<file path="src/rtl/arp_cache_responder_unit_defines.svh">
// ----------------------------------------------------------------------------
// ARP cache responder assertion macros
// Shared property wrappers for the concurrent checks of the ARP cache.
// ----------------------------------------------------------------------------
`ifndef ARP_CACHE_RESPONDER_UNIT_DEFINES_SVH
`define ARP_CACHE_RESPONDER_UNIT_DEFINES_SVH

// The consequent must hold in the same cycle as the antecedent.
`define ARPC_ASSERT_IMPL(label, clk, rst_n, ante, cons) \
  label: assert property (@(posedge clk) disable iff (!rst_n) (ante) |-> (cons)) \
    else $error("arpc: same-cycle check failed");

// The consequent must hold in the cycle after the antecedent.
`define ARPC_ASSERT_NEXT(label, clk, rst_n, ante, cons) \
  label: assert property (@(posedge clk) disable iff (!rst_n) (ante) |=> (cons)) \
    else $error("arpc: next-cycle check failed");

`endif

</file>
<file path="src/rtl/arpc_pkg.sv">
// ----------------------------------------------------------------------------
// ARP cache package
// Types, codes and constants shared by the ARP cache modules.
// ----------------------------------------------------------------------------
`default_nettype none

package arpc_pkg;

  localparam logic [31:0] MY_IP_RESET  = 32'h0A00_0004;
  localparam logic [47:0] MY_MAC_RESET = 48'h0;
  localparam logic [7:0]  BCAST_BYTE   = 8'hFF;
  localparam logic [47:0] BCAST_MAC    = {6{BCAST_BYTE}};

  localparam logic [15:0] HW_ETHERNET = 16'h0001;
  localparam logic [15:0] PROTO_IPV4  = 16'h0800;
  localparam logic [15:0] OP_REQUEST  = 16'h0001;
  localparam logic [15:0] OP_REPLY    = 16'h0002;

  localparam logic KIND_PACKET = 1'b0;
  localparam logic KIND_LOOKUP = 1'b1;

  // Configuration register indexes.
  localparam logic CFG_MY_IP  = 1'b0;
  localparam logic CFG_MY_MAC = 1'b1;

  typedef enum logic [1:0] {
    ENT_FREE     = 2'd0,
    ENT_WAITING  = 2'd1,
    ENT_RESOLVED = 2'd2
  } ent_state_t;

  typedef enum logic [3:0] {
    STAT_LEARNED   = 4'd0,
    STAT_BAD_HW    = 4'd1,
    STAT_BAD_PROTO = 4'd2,
    STAT_NOT_OURS  = 4'd3,
    STAT_FULL      = 4'd4,
    STAT_BAD_OP    = 4'd5,
    STAT_HIT       = 4'd6,
    STAT_PENDING   = 4'd7,
    STAT_REQUESTED = 4'd8
  } arpc_status_t;

  typedef enum logic [1:0] {
    SEND_NONE    = 2'd0,
    SEND_REPLY   = 2'd1,
    SEND_REQUEST = 2'd2
  } send_kind_t;

  typedef enum logic {
    ST_IDLE = 1'b0,
    ST_SCAN = 1'b1
  } ctrl_state_t;

  // One table entry as it is stored in the memory.
  typedef struct packed {
    ent_state_t  st;
    logic [31:0] ip;
    logic [47:0] mac;
  } entry_t;

  // Summary of one pass over the table.
  typedef struct packed {
    logic        done;
    logic        hit;
    logic        hit_resolved;
    logic        free_found;
    logic [47:0] hit_mac;
  } scan_res_t;

endpackage

`default_nettype wire

</file>
<file path="src/rtl/arp_cache_responder_unit.sv">
// ----------------------------------------------------------------------------
// ARP cache responder
// Keeps an ARP table in a single memory and answers incoming ARP packets
// and address lookups with one result each.
// ----------------------------------------------------------------------------
// An item is taken when start is high and busy is low; busy then stays high
// until the result has been produced, and one result follows each item.
// The scan reads the table memory through its single read port one entry
// per cycle, then decides and writes back at most once.
// The result appears for exactly one cycle with out_valid high and cannot be
// stalled, so the receiver must take it in that cycle. Entries come out of
// reset free through per-entry valid flags, so no clearing pass is needed;
// configuration writes take effect at once and are meant for idle periods.
// ----------------------------------------------------------------------------
`default_nettype none

`include "arp_cache_responder_unit_defines.svh"

module arp_cache_responder_unit
  import arpc_pkg::*;
#(
  parameter int unsigned CACHE_ENTRIES = 16
) (
  input  wire logic        clk,
  input  wire logic        rst_n,
  // configuration
  input  wire logic        cfg_we,
  input  wire logic        cfg_idx,
  input  wire logic [47:0] cfg_wdata,
  // items
  input  wire logic        start,
  output logic             busy,
  input  wire logic        in_kind,
  input  wire logic [15:0] in_hw_type,
  input  wire logic [15:0] in_proto_type,
  input  wire logic [15:0] in_opcode,
  input  wire logic [31:0] in_sender_ip,
  input  wire logic [47:0] in_sender_mac,
  input  wire logic [31:0] in_target_ip,
  input  wire logic [31:0] in_lookup_ip,
  // results
  output logic             out_valid,
  output logic      [3:0]  out_status,
  output logic      [47:0] out_mac_out,
  output logic      [1:0]  out_send_packet,
  output logic      [47:0] out_dest_mac,
  output logic      [31:0] out_dest_ip
);

  localparam int unsigned IDX_W = (CACHE_ENTRIES > 1) ? $clog2(CACHE_ENTRIES) : 1;
  localparam int unsigned ENT_W = $bits(entry_t);

  ctrl_state_t state_r, state_nxt;
  logic [31:0] my_ip_r;
  logic [47:0] my_mac_r;
  logic [CACHE_ENTRIES-1:0] valid_r, valid_nxt;

  logic        kind_r;
  logic [15:0] hw_r, proto_r, op_r;
  logic [31:0] sip_r, tip_r, lip_r;
  logic [47:0] smac_r;

  logic        out_valid_r, out_valid_nxt;
  logic [3:0]  out_status_r;
  logic [47:0] out_mac_r, out_dmac_r;
  logic [1:0]  out_send_r;
  logic [31:0] out_dip_r;

  arpc_status_t status_nxt;
  send_kind_t   send_nxt;
  logic [47:0]  mac_nxt, dmac_nxt;
  logic [31:0]  dip_nxt;

  logic             accept;
  logic             finish;
  logic [31:0]      key;
  scan_res_t        scan_res;
  logic [IDX_W-1:0] hit_idx, free_idx;
  logic             rd_en;
  logic [IDX_W-1:0] rd_addr;
  logic [ENT_W-1:0] ram_rdata;
  entry_t           rd_entry;
  logic             ram_we;
  logic [IDX_W-1:0] ram_waddr;
  entry_t           wr_entry;

  assign busy   = (state_r != ST_IDLE);
  assign accept = start && !busy;
  assign finish = (state_r == ST_SCAN) && scan_res.done;
  assign key    = (kind_r == KIND_LOOKUP) ? lip_r : sip_r;

  // Configuration registers.
  always_ff @(posedge clk) begin
    if (!rst_n) begin
      my_ip_r  <= MY_IP_RESET;
      my_mac_r <= MY_MAC_RESET;
    end else if (cfg_we) begin
      case (cfg_idx)
        CFG_MY_IP:  my_ip_r  <= cfg_wdata[31:0];
        CFG_MY_MAC: my_mac_r <= cfg_wdata;
        default:    my_ip_r  <= my_ip_r;
      endcase
    end
  end

  // Item capture.
  always_ff @(posedge clk) begin
    if (accept) begin
      kind_r  <= in_kind;
      hw_r    <= in_hw_type;
      proto_r <= in_proto_type;
      op_r    <= in_opcode;
      sip_r   <= in_sender_ip;
      smac_r  <= in_sender_mac;
      tip_r   <= in_target_ip;
      lip_r   <= in_lookup_ip;
    end
  end

  arpc_scan #(
    .ENTRIES(CACHE_ENTRIES)
  ) u_scan (
    .clk      (clk),
    .rst_n    (rst_n),
    .go       (accept),
    .key      (key),
    .ent_valid(valid_r),
    .rd_en    (rd_en),
    .rd_addr  (rd_addr),
    .rd_entry (rd_entry),
    .res      (scan_res),
    .hit_idx  (hit_idx),
    .free_idx (free_idx)
  );

  arpc_ram #(
    .WIDTH(ENT_W),
    .DEPTH(CACHE_ENTRIES)
  ) u_table (
    .clk  (clk),
    .we   (ram_we),
    .waddr(ram_waddr),
    .wdata(wr_entry),
    .re   (rd_en),
    .raddr(rd_addr),
    .rdata(ram_rdata)
  );

  assign rd_entry = entry_t'(ram_rdata);

  // Decision after the scan: result fields and the single write-back.
  always_comb begin
    state_nxt     = state_r;
    valid_nxt     = valid_r;
    out_valid_nxt = 1'b0;
    status_nxt    = STAT_LEARNED;
    send_nxt      = SEND_NONE;
    mac_nxt       = '0;
    dmac_nxt      = '0;
    dip_nxt       = '0;
    ram_we        = 1'b0;
    ram_waddr     = scan_res.hit ? hit_idx : free_idx;
    wr_entry.st   = ENT_RESOLVED;
    wr_entry.ip   = sip_r;
    wr_entry.mac  = smac_r;

    case (state_r)
      ST_IDLE: begin
        if (accept) begin
          state_nxt = ST_SCAN;
        end
      end
      ST_SCAN: begin
        if (scan_res.done) begin
          state_nxt     = ST_IDLE;
          out_valid_nxt = 1'b1;
          if (kind_r == KIND_PACKET) begin
            if (hw_r != HW_ETHERNET) begin
              status_nxt = STAT_BAD_HW;
            end else if (proto_r != PROTO_IPV4) begin
              status_nxt = STAT_BAD_PROTO;
            end else begin
              // A known sender is refreshed even when the packet is not ours.
              ram_we = scan_res.hit;
              if (tip_r != my_ip_r) begin
                status_nxt = STAT_NOT_OURS;
              end else if (!scan_res.hit && !scan_res.free_found) begin
                status_nxt = STAT_FULL;
              end else begin
                ram_we = 1'b1;
                if (op_r == OP_REQUEST) begin
                  status_nxt = STAT_LEARNED;
                  send_nxt   = SEND_REPLY;
                  dmac_nxt   = smac_r;
                  dip_nxt    = sip_r;
                end else if (op_r == OP_REPLY) begin
                  status_nxt = STAT_LEARNED;
                end else begin
                  status_nxt = STAT_BAD_OP;
                end
              end
            end
          end else begin
            if (scan_res.hit) begin
              if (scan_res.hit_resolved) begin
                status_nxt = STAT_HIT;
                mac_nxt    = scan_res.hit_mac;
              end else begin
                status_nxt = STAT_PENDING;
              end
            end else if (scan_res.free_found) begin
              ram_we       = 1'b1;
              wr_entry.st  = ENT_WAITING;
              wr_entry.ip  = lip_r;
              wr_entry.mac = '0;
              status_nxt   = STAT_REQUESTED;
              send_nxt     = SEND_REQUEST;
              dmac_nxt     = BCAST_MAC;
              dip_nxt      = lip_r;
            end else begin
              status_nxt = STAT_FULL;
            end
          end
          if (ram_we) begin
            valid_nxt[ram_waddr] = 1'b1;
          end
        end
      end
      default: begin
        state_nxt = ST_IDLE;
      end
    endcase
  end

  always_ff @(posedge clk) begin
    if (!rst_n) begin
      state_r     <= ST_IDLE;
      valid_r     <= '0;
      out_valid_r <= 1'b0;
    end else begin
      state_r     <= state_nxt;
      valid_r     <= valid_nxt;
      out_valid_r <= out_valid_nxt;
    end
  end

  always_ff @(posedge clk) begin
    if (finish) begin
      out_status_r <= status_nxt;
      out_mac_r    <= mac_nxt;
      out_send_r   <= send_nxt;
      out_dmac_r   <= dmac_nxt;
      out_dip_r    <= dip_nxt;
    end
  end

  assign out_valid       = out_valid_r;
  assign out_status      = out_status_r;
  assign out_mac_out     = out_mac_r;
  assign out_send_packet = out_send_r;
  assign out_dest_mac    = out_dmac_r;
  assign out_dest_ip     = out_dip_r;

  `ARPC_ASSERT_NEXT(a_accept_busy, clk, rst_n, accept, busy)
  `ARPC_ASSERT_IMPL(a_done_in_scan, clk, rst_n, scan_res.done, state_r == ST_SCAN)
  `ARPC_ASSERT_NEXT(a_write_then_result, clk, rst_n, ram_we, out_valid)
  `ARPC_ASSERT_NEXT(a_single_strobe, clk, rst_n, out_valid, !out_valid)
  `ARPC_ASSERT_IMPL(a_reply_learned, clk, rst_n, out_valid && (out_send_packet == SEND_REPLY), out_status == STAT_LEARNED)

endmodule

`default_nettype wire

</file>
<file path="src/rtl/arpc_ram.sv">
// ----------------------------------------------------------------------------
// ARP cache RAM
// Generic single-write, single-read memory with a registered read port.
// ----------------------------------------------------------------------------
`default_nettype none

module arpc_ram #(
  parameter int unsigned WIDTH = 8,
  parameter int unsigned DEPTH = 16,
  localparam int unsigned AW = (DEPTH > 1) ? $clog2(DEPTH) : 1
) (
  input  wire logic             clk,
  input  wire logic             we,
  input  wire logic [AW-1:0]    waddr,
  input  wire logic [WIDTH-1:0] wdata,
  input  wire logic             re,
  input  wire logic [AW-1:0]    raddr,
  output logic      [WIDTH-1:0] rdata
);

  logic [WIDTH-1:0] mem [DEPTH];
  logic [WIDTH-1:0] rdata_r;

  always_ff @(posedge clk) begin
    if (we) begin
      mem[waddr] <= wdata;
    end
    if (re) begin
      rdata_r <= mem[raddr];
    end
  end

  assign rdata = rdata_r;

endmodule

`default_nettype wire

</file>
<file path="src/rtl/arpc_scan.sv">
// ----------------------------------------------------------------------------
// ARP cache table scanner
// Walks the table memory one entry per cycle and records the first entry
// that holds the key and the first free entry.
// ----------------------------------------------------------------------------
`default_nettype none

module arpc_scan
  import arpc_pkg::*;
#(
  parameter int unsigned ENTRIES = 16,
  localparam int unsigned IDX_W = (ENTRIES > 1) ? $clog2(ENTRIES) : 1
) (
  input  wire logic               clk,
  input  wire logic               rst_n,
  input  wire logic               go,
  input  wire logic [31:0]        key,
  input  wire logic [ENTRIES-1:0] ent_valid,
  output logic                    rd_en,
  output logic      [IDX_W-1:0]   rd_addr,
  input  wire entry_t             rd_entry,
  output scan_res_t               res,
  output logic      [IDX_W-1:0]   hit_idx,
  output logic      [IDX_W-1:0]   free_idx
);

  logic             run_r, run_nxt;
  logic [IDX_W-1:0] cnt_r, cnt_nxt;
  logic             chk_vld_r;
  logic [IDX_W-1:0] chk_idx_r;
  logic             done_r, done_nxt;
  logic             hit_r, hit_nxt;
  logic             hit_res_r, hit_res_nxt;
  logic [47:0]      hit_mac_r, hit_mac_nxt;
  logic [IDX_W-1:0] hit_idx_r, hit_idx_nxt;
  logic             free_r, free_nxt;
  logic [IDX_W-1:0] free_idx_r, free_idx_nxt;
  logic             cur_valid;

  // Read addresses are issued one per cycle; the data for an address comes
  // back in the next cycle, tagged by chk_idx_r.
  always_comb begin
    run_nxt = run_r;
    cnt_nxt = cnt_r;
    if (go) begin
      run_nxt = 1'b1;
      cnt_nxt = '0;
    end else if (run_r) begin
      cnt_nxt = cnt_r + IDX_W'(1);
      if (cnt_r == IDX_W'(ENTRIES - 1)) begin
        run_nxt = 1'b0;
      end
    end
  end

  assign rd_en   = run_r;
  assign rd_addr = cnt_r;

  assign cur_valid = ent_valid[chk_idx_r];

  always_comb begin
    hit_nxt      = hit_r;
    hit_res_nxt  = hit_res_r;
    hit_mac_nxt  = hit_mac_r;
    hit_idx_nxt  = hit_idx_r;
    free_nxt     = free_r;
    free_idx_nxt = free_idx_r;
    if (go) begin
      hit_nxt  = 1'b0;
      free_nxt = 1'b0;
    end else if (chk_vld_r) begin
      if (cur_valid && (rd_entry.ip == key) && !hit_r) begin
        hit_nxt     = 1'b1;
        hit_res_nxt = (rd_entry.st == ENT_RESOLVED);
        hit_mac_nxt = rd_entry.mac;
        hit_idx_nxt = chk_idx_r;
      end
      if (!cur_valid && !free_r) begin
        free_nxt     = 1'b1;
        free_idx_nxt = chk_idx_r;
      end
    end
    done_nxt = chk_vld_r && (chk_idx_r == IDX_W'(ENTRIES - 1));
  end

  always_ff @(posedge clk) begin
    if (!rst_n) begin
      run_r     <= 1'b0;
      chk_vld_r <= 1'b0;
      done_r    <= 1'b0;
      hit_r     <= 1'b0;
      free_r    <= 1'b0;
    end else begin
      run_r     <= run_nxt;
      chk_vld_r <= run_r;
      done_r    <= done_nxt;
      hit_r     <= hit_nxt;
      free_r    <= free_nxt;
    end
  end

  always_ff @(posedge clk) begin
    cnt_r      <= cnt_nxt;
    chk_idx_r  <= cnt_r;
    hit_res_r  <= hit_res_nxt;
    hit_mac_r  <= hit_mac_nxt;
    hit_idx_r  <= hit_idx_nxt;
    free_idx_r <= free_idx_nxt;
  end

  assign res.done         = done_r;
  assign res.hit          = hit_r;
  assign res.hit_resolved = hit_res_r;
  assign res.free_found   = free_r;
  assign res.hit_mac      = hit_mac_r;
  assign hit_idx          = hit_idx_r;
  assign free_idx         = free_idx_r;

endmodule

`default_nettype wire
</file>
<file path="config.mk">
export PLATFORM = sky130hd
export DESIGN_NAME = arp_cache_responder_unit
export DESIGN_NICKNAME = d
export VERILOG_FILES = /design/src/rtl/arpc_pkg.sv /design/src/rtl/arp_cache_responder_unit.sv /design/src/rtl/arpc_ram.sv /design/src/rtl/arpc_scan.sv
export VERILOG_INCLUDE_DIRS = /design/src /design/src/rtl
export SDC_FILE = /design/constraint.sdc
export NUM_CORES = 2
export LEC_CHECK = 0
export ABC_CLOCK_PERIOD_IN_PS = 28800
export BUFFER_PORTS_ARGS = -buffer_cell sky130_fd_sc_hd__buf_2
export CAP_MARGIN = 10
export CORE_MARGIN = 2
export CORE_UTILIZATION = 46
export DETAILED_ROUTE_END_ITERATION = 10
export PLACE_DENSITY_LB_ADDON = 0.05
export SETUP_SLACK_MARGIN = 0.02
export SKIP_LAST_GASP = 1
export SLEW_MARGIN = 20
export SYNTH_ARGS = -nofsm -noshare
export SYNTH_HDL_FRONTEND = slang
export SYNTH_SLANG_ARGS = --single-unit
</file>
<file path="constraint.sdc">
create_clock -name clk -period 28.8 [get_ports clk]
set_input_delay 1.44 -clock clk [delete_from_list [all_inputs] [get_ports clk]]
set_output_delay 1.44 -clock clk [all_outputs]
set_load 0.005 [all_outputs]
</file>
==> results_dict.tcl <==
set metrics [dict create \
    outcome "finished, final reports clean" \
    finalWeightedCongestion 0.750 \
    final_min_period_over_clock_period_pct 19.3 \
    power.share.clock_pct 41.1 \
    netlist.top_cell.by_area "sky130_fd_sc_hd__edfxtp_1" \
    layout_min_cycle_time_ns 5.55 \
    synth.top_cells.by_area "sky130_fd_sc_hd__edfxtp_1 78%, sky130_fd_sc_hd__mux4_2 14%, sky130_fd_sc_hd__dfxtp_1 1.8%" \
    internal-power_mw 4.58 \
    final_core_util_pct 53.4 \
    power.net_switching_mw 1.23 \
    totalWireLength_um 162000 \
    drt-vias-per-instance 5.67 \
    critPathCaptureType "flop" \
    post_detailed_route_count_of_antenna_violating_nets 0 \
    detailedRoute.firstIterationViolations 2836 \
    detailed_place_hpwl_um 83200 \
    power.share.combinational_pct 7.0 \
    cp_max_fo 52 \
    worstSetupStartpointType "flop" \
    h-tree-depth 4 \
    max-cap-violations 0 \
    nNetsFinal 3771 \
    yosys-top-cells-count "1,777 x sky130_fd_sc_hd__edfxtp_1, 414 x sky130_fd_sc_hd__mux4_2, 186 x sky130_fd_sc_hd__nand2_1, 97 x sky130_fd_sc_hd__and2_1, 82 x sky130_fd_sc_hd__clkbuf_1" \
    postSynthRegisterBits 1840 \
    avg_cell_area_syn_um2 22.5 \
    timing_max_transition_violations_final 0 \
    fp.coreArea_um2 148000 \
    fp.dieH_um 390 \
    clock_edge_transition_at_the_registers_on_the_reported_setup_and_hold_paths_ns 0.06 \
    number_of_global_route_vias_before_repair 33952 \
    transition_time_of_the_tightest_slew_check_pin_ns 1.14 \
    critical_path_class "flop to flop" \
    min_path_type "flop to flop" \
    setup_viol 0 \
    vdd_drop_max_v 0.0000612 \
    hold_viol_final 0 \
    antenna_found_initial 5 \
    fmax_mhz 180 \
    post-layout-total-power_mw 5.82 \
    reg2reg_depth 11 \
    area_growth_pct 15.0 \
    synth-edff-count 1777 \
    syn_nets 3295 \
    yosys_most_used_dff "sky130_fd_sc_hd__edfxtp_1" \
    netlist_area_um2 68700 \
    detail_route.drc_violations 0 \
    gr_overflow_total 0 \
    global_route_wire_length_before_repair_um 234000 \
    dp_worst_setup_slack_ns 23.14 \
    worst_ep_arrival_time_ns 5.97 \
    p_leak_nw 25.2 \
    postCtsHoldBufs 0 \
    rows 141 \
    n_fill_cell 11307 \
    numCtsBuffers 189 \
    slew-limit-headroom_pct 23.9 \
    i_o_pin_count 382 \
    cts_root_buffer "sky130_fd_sc_hd__clkbuf_16" \
    design.die.area_um2 152000 \
    p_per_area_nw_per_um2 73.6 \
    seq_power_share_pct 51.9 \
    largest_net_degree_at_the_start_of_global_routing 162 \
    layout-drive-gt1-share_pct 31.2 \
    post-cts-setup-buffer-count 0 \
    fin_worst_skew_ns 0.0288 \
    synth-seq-area-share_pct 79.5 \
    synthCells 3048 \
    critical_path_required_ns 29.22 \
    power.switching_fraction_pct 21.2 \
    die_w_um 390 \
    detailedRoute.firstPassIterationCount 5 \
    synth-async-reset-ratio_pct 0 \
    synthMostInstantiatedCell "sky130_fd_sc_hd__edfxtp_1" \
    grtUsageTotal_pct 21.4 \
    worst_hold_path.num_cells 0 \
    post_cts.resized_instances 0 \
    tritoncts "built" \
    rsz0062_at_grt "no" \
    fin_ws_ns 23.25 \
    totalNegativeSetupSlack_ns 0 \
    clkLatencyLatePin_ns 0.82 \
    synthesis_warnings 0 \
    initial_core_util_pct 46.4 \
    synth_largest_type_area_fraction_pct 77.7 \
    netlist_cell_types 45 \
    fin_worst_hold_slack_ns 0.416 \
    detail_route.wl_per_cell_um 28.8 \
    cts_sinks 1840 \
    detailroute.via_count 31825 \
    ctsLongestPathBuffers 3 \
    place.port_buffers 365 \
]
==> power by group through the flow <==
stage | sequential (mW) | clock [mW] | combinational (mW)
final | 3.02 | 2.39 | 0.405
after global routing | 3.02 | 2.55 | 0.438
after CTS | 3.02 | 2.45 | 0.414
after detailed placement | 3.08 | 0 | 0.413
after global placement | 3.08 | 0 | 0.402
after floorplan | 3.05 | 0 | 0.327
==> stage by stage <==
| stage | cells | instance area, um^2 |
|---|---|---|
| final | 5612 | 79000 |
| after global routing | 5610 | 79000 |
| after global placement | 5263 | 72900 |
| after CTS | 5610 | 79000 |
| after floorplan | 3048 | 68700 |
| after detailed placement | 5263 | 72900 |
==> flip-flops by register name (all words and copies together), names as in the netlist, 4 cells and up <==
| name | count |
|---|---|
| u_scan.hit_idx | 4 |
| u_scan.chk_idx_r | 4 |
| lip_r | 32 |
| out_dest_ip | 32 |
| smac_r | 48 |
| out_dest_mac | 48 |
| sip_r | 32 |
| valid_r | 16 |
| out_status | 4 |
| u_table.mem | 1312 |
| proto_r | 16 |
| my_ip_r | 32 |
| u_scan.free_idx | 4 |
| u_table.rdata | 82 |
| hw_r | 16 |
| out_mac_out | 48 |
| u_scan.hit_mac_r | 48 |
| tip_r | 32 |
| op_r | 16 |
| u_scan.rd_addr | 4 |
==> logic make-up after synthesis <==
logic type / count (synthesis) / share of synthesized area [%]
flip-flops: 1840 / 79.5
multiplexers: 450 / 14.1
AND/OR/NAND/NOR: 381 / 2.73
buffers and inverters: 162 / 1.15
AO/OA/AOI/OAI: 146 / 1.64
XOR/XNOR: 68 / 0.867
adder cells (fa/ha/maj): 1 / 0.0182
==> worst max-delay path, stage by stage (launching register included) <==
cell	delay, ns
sky130_fd_sc_hd__edfxtp_1	0.34
sky130_fd_sc_hd__buf_4	0.33
sky130_fd_sc_hd__and3_1	0.25
sky130_fd_sc_hd__nand3b_1	0.08
sky130_fd_sc_hd__buf_4	0.38
sky130_fd_sc_hd__inv_4	0.58
sky130_fd_sc_hd__a21o_1	0.18
sky130_fd_sc_hd__a31oi_4	0.04
sky130_fd_sc_hd__buf_4	0.27
sky130_fd_sc_hd__nor3_2	0.90
sky130_fd_sc_hd__buf_4	0.82
sky130_fd_sc_hd__buf_4	0.86
==> cells in the final DEF, fill, tap and decap left out, types with 3 or more instances in the layout <==
cell type	count
sky130_fd_sc_hd__nor2b_1	3
sky130_fd_sc_hd__o31ai_1	16
sky130_fd_sc_hd__xor2_1	36
sky130_fd_sc_hd__dfxtp_1	58
sky130_fd_sc_hd__xnor2_1	32
sky130_fd_sc_hd__dfxtp_4	5
sky130_fd_sc_hd__clkinv_4	3
sky130_fd_sc_hd__a21oi_1	4
sky130_fd_sc_hd__clkinv_2	30
sky130_fd_sc_hd__buf_4	69
sky130_fd_sc_hd__nand4_1	10
sky130_fd_sc_hd__inv_16	3
sky130_fd_sc_hd__a21o_1	49
sky130_fd_sc_hd__a22o_1	33
sky130_fd_sc_hd__nor3_1	5
sky130_fd_sc_hd__bufinv_16	19
sky130_fd_sc_hd__a21boi_0	29
sky130_fd_sc_hd__nand2b_1	5
sky130_fd_sc_hd__inv_6	10
sky130_fd_sc_hd__clkbuf_1	29
sky130_fd_sc_hd__mux4_2	414
sky130_fd_sc_hd__edfxtp_1	1777
sky130_fd_sc_hd__nor3_2	16
sky130_fd_sc_hd__mux2i_1	36
sky130_fd_sc_hd__nor2_1	16
sky130_fd_sc_hd__nand3_1	4
sky130_fd_sc_hd__inv_1	8
sky130_fd_sc_hd__buf_2	365
sky130_fd_sc_hd__buf_12	3
sky130_fd_sc_hd__clkinvlp_4	5
sky130_fd_sc_hd__nand2_1	186
sky130_fd_sc_hd__clkinv_1	54
sky130_fd_sc_hd__and2_1	97
sky130_fd_sc_hd__nor4_1	23
sky130_fd_sc_hd__clkbuf_16	191
==> per-layer routing <==
metal | track usage, % | share of wire, %
met5 | 0 | 0
met4 | 5.75 | 2.2
met3 | 3.12 | 4.6
met2 | 36.7 | 52
met1 | 28.7 | 42
==> cell type report <==
class                      instances  area (um^2)  share of cell area, %
tap                             1930         2410                   3.06
clock inverter                   125         1160                   1.47
sequential                      1840        54600                   69.2
multi-input combinational       1046        13400                   17.0
inverter                          10         45.0                 0.0570
antenna                            2         5.00                0.00633
clock buffer                     222         4920                   6.22
timing repair buffer             437         2400                   3.04
==> worst paths after layout <==
kind / from / endpoint / slack [ns]
setup / recovery: kind_r / u_table.mem[4][55] / 23.25
hold / removal: u_table.rdata[38] / u_scan.hit_mac_r[38] / 0.42
setup reg to reg: kind_r / u_table.mem[4][55] / 23.25
hold reg to reg: u_table.rdata[38] / u_scan.hit_mac_r[38] / 0.42
No activity file was read; power rests on OpenSTA's default activity.
